`config.mk`:
```
export PLATFORM = sky130hd
export DESIGN_NAME = timer_divider_factoring
export DESIGN_NICKNAME = d
export VERILOG_FILES = /design/src/sv/tdf_pkg.sv /design/src/sv/tdf_divider.sv /design/src/sv/tdf_isqrt.sv /design/src/sv/timer_divider_factoring.sv
export SDC_FILE = /design/constraint.sdc
export NUM_CORES = 2
export LEC_CHECK = 0
export BUFFER_PORTS_ARGS = -buffer_cell sky130_fd_sc_hd__buf_2
export CAP_MARGIN = 20
export CORE_UTILIZATION = 61
export CTS_CLUSTER_DIAMETER = 30
export DETAILED_ROUTE_END_ITERATION = 8
export PLACE_DENSITY_LB_ADDON = 0.08
export SYNTH_ARGS = -nofsm -noshare
export SYNTH_HDL_FRONTEND = slang
export SYNTH_SLANG_ARGS = --single-unit
```
`constraint.sdc`:
```
create_clock -name clk_i -period 8.7 [get_ports clk_i]
set_clock_uncertainty 0.05 [all_clocks]
set_input_delay 0.87 -clock clk_i [delete_from_list [all_inputs] [get_ports clk_i]]
set_output_delay 0.87 -clock clk_i [all_outputs]
set_load 0.01 [all_outputs]
```
`src/sv/tdf_pkg.sv`:
```
// Shared types and constants for the timer prescaler/period factoring block.
// Used by tdf_divider, tdf_isqrt and timer_divider_factoring; no dependencies.
package tdf_pkg;

  // Width of the operands of the shared divider and of the rate/clock fields.
  localparam int unsigned DATA_W   = 32;
  // Integer root of a 32-bit value fits 16 bits; clock in MHz fits 13 bits.
  localparam int unsigned ROOT_W   = 16;
  localparam int unsigned MHZ_W    = 13;
  localparam int unsigned STATUS_W = 2;

  // Timer tick used by the fallback path.
  localparam logic [DATA_W-1:0] TICK_HZ  = 32'd1000000;
  // Highest bit pair of the square root walk.
  localparam logic [DATA_W-1:0] SQRT_TOP = 32'h4000_0000;

  // Clock in MHz by reciprocal multiplication, exact for any 32-bit clock:
  // 1000000 = 64 * 15625, so ((clock >> 6) * MHZ_RECIP) >> MHZ_SHIFT.
  localparam int unsigned TICK_LOG2 = 6;
  localparam int unsigned MHZ_SHIFT = 40;
  localparam logic [26:0] MHZ_RECIP = 27'd70368745;

  // Result status codes.
  localparam logic [STATUS_W-1:0] ST_OK       = 2'd0;
  localparam logic [STATUS_W-1:0] ST_BAD_RATE = 2'd1;
  localparam logic [STATUS_W-1:0] ST_ZERO_DIV = 2'd2;
  localparam logic [STATUS_W-1:0] ST_TRUNC    = 2'd3;

  // Handshake status of an iterative unit.
  typedef struct packed {
    logic busy;
    logic done;
  } unit_stat_t;

endpackage

```
`src/sv/tdf_divider.sv`:
```
// Restoring radix-2 divider, one quotient bit per cycle.
// Depends on tdf_pkg for widths and the unit status struct.
module tdf_divider import tdf_pkg::*; (
  input  logic              clk_i,
  input  logic              rst_ni,
  input  logic              start_i,
  input  logic [DATA_W-1:0] dividend_i,
  input  logic [DATA_W-1:0] divisor_i,
  output logic [DATA_W-1:0] quotient_o,
  output logic [DATA_W-1:0] remainder_o,
  output unit_stat_t        stat_o
);

  localparam int unsigned CNT_W = $clog2(DATA_W);

  logic [DATA_W-1:0] quo_q, quo_d;
  logic [DATA_W-1:0] rem_q, rem_d;
  logic [DATA_W-1:0] dvs_q;
  logic [CNT_W-1:0]  cnt_q, cnt_d;
  logic              busy_q, busy_d;
  logic              done_q, done_d;
  logic [DATA_W:0]   trial;
  logic [DATA_W:0]   diff;
  logic              ge;

  // One shift-compare-subtract step
  assign trial = {rem_q, quo_q[DATA_W-1]};
  assign diff  = trial - {1'b0, dvs_q};
  assign ge    = trial >= {1'b0, dvs_q};

  always_comb begin
    quo_d  = quo_q;
    rem_d  = rem_q;
    cnt_d  = cnt_q;
    busy_d = busy_q;
    done_d = 1'b0;
    if (start_i) begin
      quo_d  = dividend_i;
      rem_d  = '0;
      cnt_d  = '0;
      busy_d = 1'b1;
    end else if (busy_q) begin
      quo_d = {quo_q[DATA_W-2:0], ge};
      rem_d = ge ? diff[DATA_W-1:0] : trial[DATA_W-1:0];
      cnt_d = cnt_q + CNT_W'(1);
      if (cnt_q == CNT_W'(DATA_W - 1)) begin
        busy_d = 1'b0;
        done_d = 1'b1;
      end
    end
  end

  // Control state
  always_ff @(posedge clk_i or negedge rst_ni) begin
    if (!rst_ni) begin
      busy_q <= 1'b0;
      done_q <= 1'b0;
      cnt_q  <= '0;
    end else begin
      busy_q <= busy_d;
      done_q <= done_d;
      cnt_q  <= cnt_d;
    end
  end

  // Working registers
  always_ff @(posedge clk_i) begin
    quo_q <= quo_d;
    rem_q <= rem_d;
    if (start_i) begin
      dvs_q <= divisor_i;
    end
  end

  assign quotient_o  = quo_q;
  assign remainder_o = rem_q;
  assign stat_o      = '{busy: busy_q, done: done_q};

endmodule

```
`src/sv/tdf_isqrt.sv`:
```
// Bit-pair integer square root of a 32-bit value, one root bit per cycle.
// Depends on tdf_pkg for widths, the start constant and the status struct.
module tdf_isqrt import tdf_pkg::*; (
  input  logic              clk_i,
  input  logic              rst_ni,
  input  logic              start_i,
  input  logic [DATA_W-1:0] value_i,
  output logic [ROOT_W-1:0] root_o,
  output unit_stat_t        stat_o
);

  logic [DATA_W-1:0] val_q, val_d;
  logic [DATA_W-1:0] root_q, root_d;
  logic [DATA_W-1:0] bit_q, bit_d;
  logic              busy_q, busy_d;
  logic              done_q, done_d;
  logic [DATA_W:0]   trial;

  assign trial = {1'b0, root_q} + {1'b0, bit_q};

  always_comb begin
    val_d  = val_q;
    root_d = root_q;
    bit_d  = bit_q;
    busy_d = busy_q;
    done_d = 1'b0;
    if (start_i) begin
      val_d  = value_i;
      root_d = '0;
      bit_d  = SQRT_TOP;
      busy_d = 1'b1;
    end else if (busy_q) begin
      if ({1'b0, val_q} >= trial) begin
        val_d  = val_q - trial[DATA_W-1:0];
        root_d = (root_q >> 1) + bit_q;
      end else begin
        root_d = root_q >> 1;
      end
      bit_d = bit_q >> 2;
      // last bit pair reached
      if (bit_q == DATA_W'(1)) begin
        busy_d = 1'b0;
        done_d = 1'b1;
      end
    end
  end

  always_ff @(posedge clk_i or negedge rst_ni) begin
    if (!rst_ni) begin
      busy_q <= 1'b0;
      done_q <= 1'b0;
      bit_q  <= '0;
    end else begin
      busy_q <= busy_d;
      done_q <= done_d;
      bit_q  <= bit_d;
    end
  end

  always_ff @(posedge clk_i) begin
    val_q  <= val_d;
    root_q <= root_d;
  end

  assign root_o = root_q[ROOT_W-1:0];
  assign stat_o = '{busy: busy_q, done: done_q};

endmodule

```
`src/sv/timer_divider_factoring.sv`:
```
// Top level: sequencer that factors clock_hz / rate_hz into prescaler and period.
// Depends on tdf_pkg, tdf_divider (shared divider) and tdf_isqrt.
//
// Use: write the timer clock in hertz through cfg_we_i/cfg_wdata_i (reset value
// 72 MHz) while the block is idle. Raise start with rate_hz_i; the request is
// transferred on a rising edge where start is high and busy is low. For a
// non-zero rate busy then stays high until the result is ready. The result
// appears for exactly one cycle with done_o high; the receiver must take it
// then, it cannot stall. A zero rate answers in the cycle right after the
// transfer. Otherwise the shared divider forms the ratio, and a rate above the
// clock (ratio zero) ends there with a bad-rate status; the clock in MHz comes
// from a constant multiply at the transfer. The root unit gives the first
// candidate, and the downward divisor search skips a candidate rejected on
// counter range without a division and uses the shared divider for each
// candidate tried and for the 1 MHz fallback. A last division forms the
// achieved rate unless the product of the counts is zero or above 32 bits.
// Items are handled one at a time. Reset returns the block to idle, restores
// the clock register and drops any request in progress; no result is produced
// for it.
module timer_divider_factoring import tdf_pkg::*; #(
  parameter int unsigned COUNTER_BITS = 16
) (
  input  logic                    clk_i,
  input  logic                    rst_ni,
  input  logic                    start,
  output logic                    busy,
  input  logic                    cfg_we_i,
  input  logic [DATA_W-1:0]       cfg_wdata_i,
  input  logic [DATA_W-1:0]       rate_hz_i,
  output logic                    done_o,
  output logic [COUNTER_BITS-1:0] prescale_minus_one_o,
  output logic [COUNTER_BITS-1:0] period_minus_one_o,
  output logic [DATA_W-1:0]       achieved_hz_o,
  output logic [STATUS_W-1:0]     status_o
);

  localparam int unsigned CB   = COUNTER_BITS;
  localparam int unsigned PW   = 2 * COUNTER_BITS;
  localparam int unsigned PMW  = ROOT_W + MHZ_W;
  localparam int unsigned MMW  = DATA_W - TICK_LOG2 + $bits(MHZ_RECIP);
  localparam logic [DATA_W-1:0] CMASK = DATA_W'((64'd1 << COUNTER_BITS) - 64'd1);

  // Sequencer states
  localparam int unsigned SW = 4;
  localparam logic [SW-1:0] S_IDLE  = 4'd0;
  localparam logic [SW-1:0] S_RATIO = 4'd1;
  localparam logic [SW-1:0] S_ROOT  = 4'd3;
  localparam logic [SW-1:0] S_CHECK = 4'd4;
  localparam logic [SW-1:0] S_TRY   = 4'd5;
  localparam logic [SW-1:0] S_FALL  = 4'd6;
  localparam logic [SW-1:0] S_PROD  = 4'd7;
  localparam logic [SW-1:0] S_ACH   = 4'd8;
  localparam logic [SW-1:0] S_ACHW  = 4'd9;

  logic [SW-1:0]       state_q, state_d;
  logic [DATA_W-1:0]   clock_q;
  logic [DATA_W-1:0]   rate_q;
  logic [DATA_W-1:0]   ratio_q;
  logic [MHZ_W-1:0]    mhz_q;
  logic [ROOT_W-1:0]   pm_q;
  logic [ROOT_W-1:0]   p1_q;
  logic [DATA_W-1:0]   p2_q;
  logic [CB-1:0]       p1t_q, p2t_q;
  logic [PW-1:0]       prod_q;
  logic                trunc_q;

  logic                done_q;
  logic [CB-1:0]       pre_q, per_q;
  logic [DATA_W-1:0]   ach_q;
  logic [STATUS_W-1:0] stat_q;

  // Shared divider and root unit hookup
  logic                div_start;
  logic [DATA_W-1:0]   div_a, div_b;
  logic [DATA_W-1:0]   div_quo, div_rem;
  unit_stat_t          div_stat;
  logic                sqrt_start;
  logic [ROOT_W-1:0]   sqrt_root;
  unit_stat_t          sqrt_stat;

  // Finishing request towards the result registers
  logic                fin;
  logic                fin_bad;
  logic [DATA_W-1:0]   fin_ach;
  logic [STATUS_W-1:0] fin_stat;

  logic                accept;
  logic [MMW-1:0]      mhz_mul;
  logic [PMW-1:0]      pm_prod;
  logic                pm_fits;
  logic [DATA_W-1:0]   p1_ext;
  logic                trunc_now;
  logic                prod_hi;

  tdf_divider u_div (
    .clk_i       (clk_i),
    .rst_ni      (rst_ni),
    .start_i     (div_start),
    .dividend_i  (div_a),
    .divisor_i   (div_b),
    .quotient_o  (div_quo),
    .remainder_o (div_rem),
    .stat_o      (div_stat)
  );

  // Root starts on the ratio straight from the divider
  tdf_isqrt u_sqrt (
    .clk_i   (clk_i),
    .rst_ni  (rst_ni),
    .start_i (sqrt_start),
    .value_i (div_quo),
    .root_o  (sqrt_root),
    .stat_o  (sqrt_stat)
  );

  assign busy   = (state_q != S_IDLE);
  assign accept = start && !busy;

  // Clock in MHz: constant reciprocal multiply
  assign mhz_mul = MMW'(clock_q[DATA_W-1:TICK_LOG2]) * MMW'(MHZ_RECIP);

  // Candidate range check: pm * clock-in-MHz must fit the counter
  assign pm_prod = PMW'(pm_q) * PMW'(mhz_q);
  assign pm_fits = DATA_W'(pm_prod) <= CMASK;

  // Count truncation
  assign p1_ext    = DATA_W'(p1_q);
  assign trunc_now = ((p1_ext | p2_q) & ~CMASK) != '0;
  assign prod_hi   = (64'(prod_q) >> DATA_W) != 64'd0;

  // Sequencer
  always_comb begin
    state_d    = state_q;
    div_start  = 1'b0;
    div_a      = clock_q;
    div_b      = rate_hz_i;
    sqrt_start = 1'b0;
    fin        = 1'b0;
    fin_bad    = 1'b0;
    fin_ach    = '0;
    fin_stat   = ST_OK;
    unique case (state_q)
      S_IDLE: begin
        if (accept) begin
          if (rate_hz_i == '0) begin
            fin     = 1'b1;
            fin_bad = 1'b1;
          end else begin
            div_start = 1'b1;
            state_d   = S_RATIO;
          end
        end
      end
      S_RATIO: begin
        if (div_stat.done) begin
          if (div_quo == '0) begin
            fin     = 1'b1;
            fin_bad = 1'b1;
            state_d = S_IDLE;
          end else begin
            sqrt_start = 1'b1;
            state_d    = S_ROOT;
          end
        end
      end
      S_ROOT: begin
        if (sqrt_stat.done) begin
          state_d = S_CHECK;
        end
      end
      S_CHECK: begin
        if (pm_q <= ROOT_W'(1)) begin
          div_start = 1'b1;
          div_a     = TICK_HZ;
          div_b     = rate_q;
          state_d   = S_FALL;
        end else if (pm_fits) begin
          div_start = 1'b1;
          div_a     = ratio_q;
          div_b     = DATA_W'(pm_q);
          state_d   = S_TRY;
        end
      end
      S_TRY: begin
        if (div_stat.done) begin
          state_d = (div_rem == '0) ? S_PROD : S_CHECK;
        end
      end
      S_FALL: begin
        if (div_stat.done) begin
          state_d = S_PROD;
        end
      end
      S_PROD: begin
        state_d = S_ACH;
      end
      S_ACH: begin
        if (prod_q == '0) begin
          fin      = 1'b1;
          fin_stat = trunc_q ? ST_TRUNC : ST_ZERO_DIV;
          state_d  = S_IDLE;
        end else if (prod_hi) begin
          // product above any 32-bit clock: achieved rate is zero
          fin      = 1'b1;
          fin_stat = trunc_q ? ST_TRUNC : ST_OK;
          state_d  = S_IDLE;
        end else begin
          div_start = 1'b1;
          div_b     = DATA_W'(prod_q);
          state_d   = S_ACHW;
        end
      end
      S_ACHW: begin
        if (div_stat.done) begin
          fin      = 1'b1;
          fin_ach  = div_quo;
          fin_stat = trunc_q ? ST_TRUNC : ST_OK;
          state_d  = S_IDLE;
        end
      end
      default: begin
        state_d = S_IDLE;
      end
    endcase
  end

  // Control state and configuration register
  always_ff @(posedge clk_i or negedge rst_ni) begin
    if (!rst_ni) begin
      state_q <= S_IDLE;
      done_q  <= 1'b0;
      clock_q <= 32'd72000000;
    end else begin
      state_q <= state_d;
      done_q  <= fin;
      if (cfg_we_i) begin
        clock_q <= cfg_wdata_i;
      end
    end
  end

  // Datapath registers
  always_ff @(posedge clk_i) begin
    if (accept) begin
      rate_q <= rate_hz_i;
      mhz_q  <= MHZ_W'(mhz_mul >> MHZ_SHIFT);
    end
    if (state_q == S_RATIO && div_stat.done) begin
      ratio_q <= div_quo;
    end
    if (state_q == S_ROOT && sqrt_stat.done) begin
      pm_q <= sqrt_root;
    end
    // step to the next lower candidate
    if ((state_q == S_CHECK && pm_q > ROOT_W'(1) && !pm_fits) ||
        (state_q == S_TRY && div_stat.done && div_rem != '0)) begin
      pm_q <= pm_q - ROOT_W'(1);
    end
    if (state_q == S_TRY && div_stat.done && div_rem == '0) begin
      p1_q <= pm_q;
      p2_q <= div_quo;
    end
    if (state_q == S_FALL && div_stat.done) begin
      p1_q <= ROOT_W'(mhz_q);
      p2_q <= div_quo;
    end
    if (state_q == S_PROD) begin
      p1t_q   <= p1_ext[CB-1:0];
      p2t_q   <= p2_q[CB-1:0];
      trunc_q <= trunc_now;
      prod_q  <= PW'(p1_ext[CB-1:0]) * PW'(p2_q[CB-1:0]);
    end
  end

  // Result registers, loaded once per item
  always_ff @(posedge clk_i) begin
    if (fin) begin
      if (fin_bad) begin
        pre_q  <= '0;
        per_q  <= '0;
        ach_q  <= '0;
        stat_q <= ST_BAD_RATE;
      end else begin
        pre_q  <= p1t_q - CB'(1);
        per_q  <= p2t_q - CB'(1);
        ach_q  <= fin_ach;
        stat_q <= fin_stat;
      end
    end
  end

  assign done_o               = done_q;
  assign prescale_minus_one_o = pre_q;
  assign period_minus_one_o   = per_q;
  assign achieved_hz_o        = ach_q;
  assign status_o             = stat_q;

  // Checks
  a_busy_after_transfer : assert property (@(posedge clk_i) disable iff (!rst_ni)
    (start && !busy && rate_hz_i != '0) |=> busy)
    else $error("non-zero request did not make the block busy");

  a_units_idle : assert property (@(posedge clk_i) disable iff (!rst_ni)
    !busy |-> (!div_stat.busy && !sqrt_stat.busy))
    else $error("arithmetic unit running while the sequencer is idle");

  a_zero_achieved : assert property (@(posedge clk_i) disable iff (!rst_ni)
    (done_o && (status_o == ST_BAD_RATE || status_o == ST_ZERO_DIV))
      |-> achieved_hz_o == '0)
    else $error("non-zero achieved rate reported with an error status");

  a_bad_counts : assert property (@(posedge clk_i) disable iff (!rst_ni)
    (done_o && status_o == ST_BAD_RATE)
      |-> (prescale_minus_one_o == '0 && period_minus_one_o == '0))
    else $error("counts not cleared on a rejected request");

endmodule

```
# ---- Word-level counts from Yosys, hierarchy flattened
# Index checks and enable logic that the tools add are counted.
dict set report classes {
  n_addsub 8
  n_mul 3
  magnitude_cmp 5
  eq_ne 18
  muxes 71
  bitwise 3
  reduce_logical 28
}
# cell count
set ops {}
lappend ops {{32-bit 2-to-1 mux} 17}
lappend ops {{32-bit logical NOT} 4}
lappend ops {{32-bit one-hot mux with 2 select lines} 1}
lappend ops {{32-bit nonzero test} 2}
lappend ops {{32-bit subtractor} 2}
lappend ops {{26-bit by 27-bit multiplier with 53-bit output (second input constant)} 1}
lappend ops {{16-bit by 1-bit subtractor with 16-bit output (second input constant)} 3}
lappend ops {{4-bit 2-to-1 mux} 10}
lappend ops {{4-bit one-hot mux with 9 select lines} 1}
lappend ops {{32-bit by 32-bit adder with 33-bit output} 1}
lappend ops {{32-bit by 33-bit greater-or-equal comparator with 1-bit output} 1}
lappend ops {{33-bit by 32-bit greater-or-equal comparator with 1-bit output} 1}
lappend ops {{31-bit by 32-bit adder with 32-bit output} 1}
lappend ops {{32-bit by 1-bit equality test with 1-bit output (second input constant)} 1}
lappend ops {{16-bit by 16-bit multiplier with 32-bit output} 1}
lappend ops {{16-bit 2-to-1 mux} 2}
lappend ops {{16-bit by 32-bit OR with 32-bit output} 1}
lappend ops {{29-bit by 16-bit less-or-equal comparator with 1-bit output (second input constant)} 1}
lappend ops {{16-bit by 13-bit multiplier with 29-bit output} 1}
lappend ops {{1-bit 2-to-1 mux} 27}
lappend ops {{13-bit 2-to-1 mux} 2}
lappend ops {{4-bit by 3-bit equality test with 1-bit output (second input constant)} 4}
lappend ops {{16-bit by 1-bit > comparator with 1-bit output (second input constant)} 1}
lappend ops {{16-bit by 1-bit less-or-equal comparator with 1-bit output (second input constant)} 1}
lappend ops {{24 further kinds} 49}
dict set report word_totals {
  ff_bits 510
  in_bits 68
  out_inout_bits 68
  elab_cells 165
}

# ---- Depth between registers and ports, before layout
dict set report logic_depth {
  depth_word 6
  mapped_depth 28
  mapped_depth_nobuf 25
}

# ---- By module
# A second synthesis with hierarchy kept.
dict set report hier_totals {
  hier_cells 5160
  area_unflattened_um2 51433.1
}
# mod n_inst cells_per_inst area_each_um2 seq_area_each_um2
set by_module_without_submodules {}
lappend by_module_without_submodules {timer_divider_factoring 1 3680 38187.9 9072.5}
lappend by_module_without_submodules {tdf_isqrt 1 914 7474.7 2052.0}
lappend by_module_without_submodules {tdf_divider 1 566 5770.5 2737.6}

# ---- Worst setup path before layout
# No wires, ideal clock.
dict set report synth_timing {
  path_kind {register to register}
  from {register pm_q[7]}
  to {register u_div.quo_q[0] (netlist: u_div.quotient_o[0]) (enable)}
  setup_time_ns 0.389
  arrival_ns 7.004
  t_required_ns 8.261
  slack_ns 1.257
  path_stages_with_launch 27
  n_path_buf 4
  synth_period_minus_slack_ns 7.443
  cell_sequence {edfxtp_1 -> clkbuf_1 -> clkbuf_1 -> and2_1 -> fa_1 -> inv_1 -> fa_1 -> inv_1 -> fa_1 -> inv_1 -> fa_1 -> fa_1 -> inv_1 -> ha_1 -> o21a_1 -> o21a_1 -> o2111ai_2 -> mux2i_1 -> o2111ai_1 -> a2111oi_2 -> o2111ai_1 -> or4_4 -> buf_6 -> a21oi_4 -> nor2_1 -> clkbuf_1 -> nand2_1}
}
dict set report synth_between {
  elab_chain_cells 6
  elab_cells_between_ends 7
  cone_classes {1 x mul; 2 x order compare; 3 x mux; 1 x reduce/logical}
}
# item line_no
set synth_rtl {}
lappend synth_rtl {{start, declared} timer_divider_factoring.sv:60} ;# logic [ROOT_W-1:0] pm_q;
lappend synth_rtl {{start signal, assigned} timer_divider_factoring.sv:252} ;# pm_q <= sqrt_root;
lappend synth_rtl {{start signal, assigned} timer_divider_factoring.sv:257} ;# pm_q <= pm_q - ROOT_W'(1);
lappend synth_rtl {{16-bit by 13-bit multiplier with 29-bit output} timer_divider_factoring.sv:123} ;# assign pm_prod = PMW'(pm_q) * PMW'(mhz_q);
lappend synth_rtl {{29-bit by 16-bit less-or-equal comparator with 1-bit output} timer_divider_factoring.sv:124} ;# assign pm_fits = DATA_W'(pm_prod) <= CMASK;
lappend synth_rtl {{1-bit 2-to-1 mux} timer_divider_factoring.sv:177} ;# end else if (pm_fits) begin
lappend synth_rtl {{1-bit 2-to-1 mux (*)} timer_divider_factoring.sv:172} ;# if (pm_q <= ROOT_W'(1)) begin
lappend synth_rtl {{1-bit one-hot mux with 3 select lines (*)} timer_divider_factoring.sv:142} ;# unique case (state_q)
lappend synth_rtl {{2-bit nonzero test (no line) (*)} --}
lappend synth_rtl {{end signal, assigned} tdf_divider.sv:68} ;# quo_q <= quo_d;
lappend synth_rtl {{end, declared} tdf_divider.sv:16} ;# logic [DATA_W-1:0] quo_q, quo_d;
# Mark *: on every way between the ends. The rest lies on a longest branch, timed or not.
# A chain may end at the register's enable or synchronous reset.

# ---- Worst setup path after layout
dict set report layout_timing {
  from {register pm_q[12]}
  to {register u_div.rem_q[9] (netlist: u_div.remainder_o[9])}
}
dict set report layout_between {
  elab_chain_cells 5
  elab_cells_between_ends 6
  cone_classes {1 x mul; 2 x order compare; 3 x mux}
}
# item line_no
set layout_rtl {}
lappend layout_rtl {{16-bit by 13-bit multiplier with 29-bit output} timer_divider_factoring.sv:123}
lappend layout_rtl {{29-bit by 16-bit less-or-equal comparator with 1-bit output} timer_divider_factoring.sv:124}
lappend layout_rtl {{1-bit 2-to-1 mux} timer_divider_factoring.sv:177}
lappend layout_rtl {{1-bit 2-to-1 mux (*)} timer_divider_factoring.sv:172}
lappend layout_rtl {{1-bit one-hot mux with 3 select lines (*)} timer_divider_factoring.sv:142}
lappend layout_rtl {{end signal, assigned} tdf_divider.sv:69} ;# rem_q <= rem_d;
lappend layout_rtl {{end, declared} tdf_divider.sv:17} ;# logic [DATA_W-1:0] rem_q, rem_d;
# Marked as above.

==> results.ini <==
[floorplan]
die_h_um = 289
coreArea_mm2 = 0.0809
die_area_mm2 = 0.0833
start_util_pct = 61.9
pin_count = 136
row_count = 104
die_x_um = 289

[detailed_routing]
drtAntennaViolNets = 0
drcViolationCount = 0
viasPerCell = 5.86
vias = 36800
drtIter0Drc = 2886
drt_first_pass_iters = 5
routedWlPerCell_um = 20.7
finalWirelength_um = 130000

[synth]
synth-seq-cells = 494
synth_xor_xnor_area_share_pct = 3.21
netlist_area_mm2 = 0.0501
synth.distinct_cells = 85
ys.warnings.count = 0
synthSimpleGateAreaFrac_pct = 12.2
synth_nets = 6200
ys.flop_type = edfxtp_1
synth.most_common_cell = inv_1
muxShareOfSynthArea_pct = 1.65
syn_area_per_cell_um2 = 10.0
synth_top_area_share_pct = 23.7
synth_seq_area_share_pct = 27.7
synth_common_cells = inv_1 (839), fa_1 (593), ha_1 (535)
synthCells = 5004
synth_compound_area_share_pct = 10.5
synth_top_cell_by_area = fa_1
synth_edf_count = 365
async_reset_ff_share_pct = 12.6
synth-adder-area-share_pct = 37.0
synth_area_leaders = fa_1 (24%), edfxtp_1 (22%), ha_1 (13%)
synth_top_family_by_area = adder cells

[layout]
final_nets = 6314
area_growth_pct = 11.1
drive_gt1_share_pct = 8.55

[setup_path]
cp_top_family = adder cells
worst-path-max-fanout = 70
critPathMaxStageDelay_ns = 0.67
reg2reg_slack_ns = 0.81
cp.arrival_ns = 8.40
cp_slowest_cell = edfxtp_1
worstPathRequired_ns = 9.21
crit_chain = and2_1 -> fa_1 -> inv_1 -> fa_1 -> inv_1 -> fa_1 -> fa_1 -> inv_1 -> fa_1 -> inv_1 -> ha_1 -> and3_1 -> o211ai_1 -> a31o_2 -> o211a_1 -> or4_1 -> o2111ai_1 -> or4_4 -> a21oi_4 -> nor2_1 -> clkinv_2 -> buf_12 -> a211oi_1
critical_path_buf_inv_count = 6
worstSetupStartpointType = register
crit_path_end_kind = register
timing.critical_path.mode_cell = fa_1
path_class = reg2reg

[sta]
max_freq_ghz = 0.127
rsz0062_at_grt = no
final_max_slew_viol_count = 0
worst_slew_pin_slew_ns = 1.11
max-slew-margin-rel_pct = 26.0
hold_viol = 0
finalSetupTns_ns = 0
setup_viol = 0
min_period_ns = 7.89
post-route-period-util_pct = 90.6

[grt]
globalRouteOverflowTotal = 0
grt_pass1_vias = 37300
gr-usage-all-layers_pct = 31.9
antenna_found_initial = 6
grt_max_degree = 78
grt_pass1_wl_um = 205000

[clock_network]
postCtsHoldBufs = 0
cts_resized = 0
clk_latency_ns = 0.72
cts_setup_buffers = 0
cts_htree_levels = 3
clkTransAtPathRegs_ns = 0.05
cts_tree = done
cts-buffers-inserted = 110
clock-root-buffer = clkbuf_16
clk_path_buf_depth = 3
cts_num_sinks = 494

[placement]
hpwl_um = 98000
port_buffers = 135
globalplace.congestion = 0.946

[flow_run]
max_cap_violations = 0

[worst_hold_path]
hold_class = in2async

[outcome]
status = finished, final reports clean

worst paths after layout:
check,from,end,depth (start not counted)
worst min-delay path,rst_ni,u_sqrt.bit_q[18],1
worst max-delay path,pm_q[12],u_div.remainder_o[9],23
worst max register to register,pm_q[12],u_div.remainder_o[9],23
max in group asynchronous,rst_ni,clock_q[21],2
worst min register to register,p1_q[15],p1_q[15],2
min in group clk_i,cfg_wdata_i[26],clock_q[26],3
flip-flops by register name, summed over array words and instances, names as in the netlist, 13 cells and up:
name / count
achieved_hz_o: 32
clock_q: 32
mhz_q: 13
p1_q: 16
p1t_q: 16
p2_q: 32
p2t_q: 16
period_minus_one_o: 16
pm_q: 16
prescale_minus_one_o: 16
prod_q: 32
rate_q: 32
ratio_q: 32
u_div.dvs_q: 32
u_div.quotient_o: 32
u_div.remainder_o: 32
u_sqrt.bit_q: 16
u_sqrt.root_q: 32
u_sqrt.val_q: 32
per-layer routing:
layer | vias up | part of all wire [%] | GRT usage [%]
met5 | - | 0.022 | 0
met4 | 6 | 3.6 | 11.4
met3 | 256 | 7.0 | 4.62
met2 | 1379 | 48 | 52.6
met1 | 18300 | 42 | 43.3
li1 | 16900 | - | -
cell type report:
type	instances	area, um^2
diodes	5	12.5
clock inverters	69	858
inverters	841	3160
clock buffers	141	2990
flip-flops and latches	494	13900
repair buffers	175	1000
well taps	1060	1330
fillers	6242	25300
multi-input cells	3496	32500
through the flow:
stage	cell area, um^2	setup WS [ns]	hold WS (ns)	util (%)	instances
finish	55700	0.814	0.0404	68.8	6281
global placement	51800	0.941	0.431	64.0	6065
global route	55700	0.271	0.0316	68.8	6276
detailed placement	51800	0.857	0.440	64.0	6065
floorplan	50100	1.26	0.356	-	5004
CTS	55600	0.846	0.0139	68.8	6275
logic make-up after synthesis:
| group | count (synthesis) |
|---|---|
| xor gates and xnor gates | 184 |
| DFF | 494 |
| muxes | 79 |
| and+or+nand+nor | 1281 |
| AOI/OAI and AO/OA | 824 |
| adders and majority gates | 1128 |
| buffers and inverters | 1014 |
cells in the final DEF (no fill, tap or decap), types with 88 or more instances in the layout:
| master | n |
|---|---|
| fa_1 | 593 |
| o21ai_0 | 154 |
| ha_1 | 535 |
| a21o_1 | 88 |
| nor2_1 | 293 |
| inv_1 | 838 |
| and2_1 | 232 |
| clkbuf_16 | 110 |
| nand2_1 | 447 |
| xnor2_1 | 108 |
| edfxtp_1 | 365 |
| a21oi_1 | 261 |
| buf_2 | 134 |
worst register-to-register path, delay by kind of cell, from the launching register on:
family,cells,cell delay (ns)
AND/OR/NAND/NOR,5,1.86
buffers and inverters,6,1.15
AO/OA/AOI/OAI,6,1.18
adder cells (fa/ha/maj),6,2.83
flip-flops,1,0.67
Power is left out: the tool's default activity adds up to more than one toggle a clock period on the data nets, which glitch-free logic cannot reach.
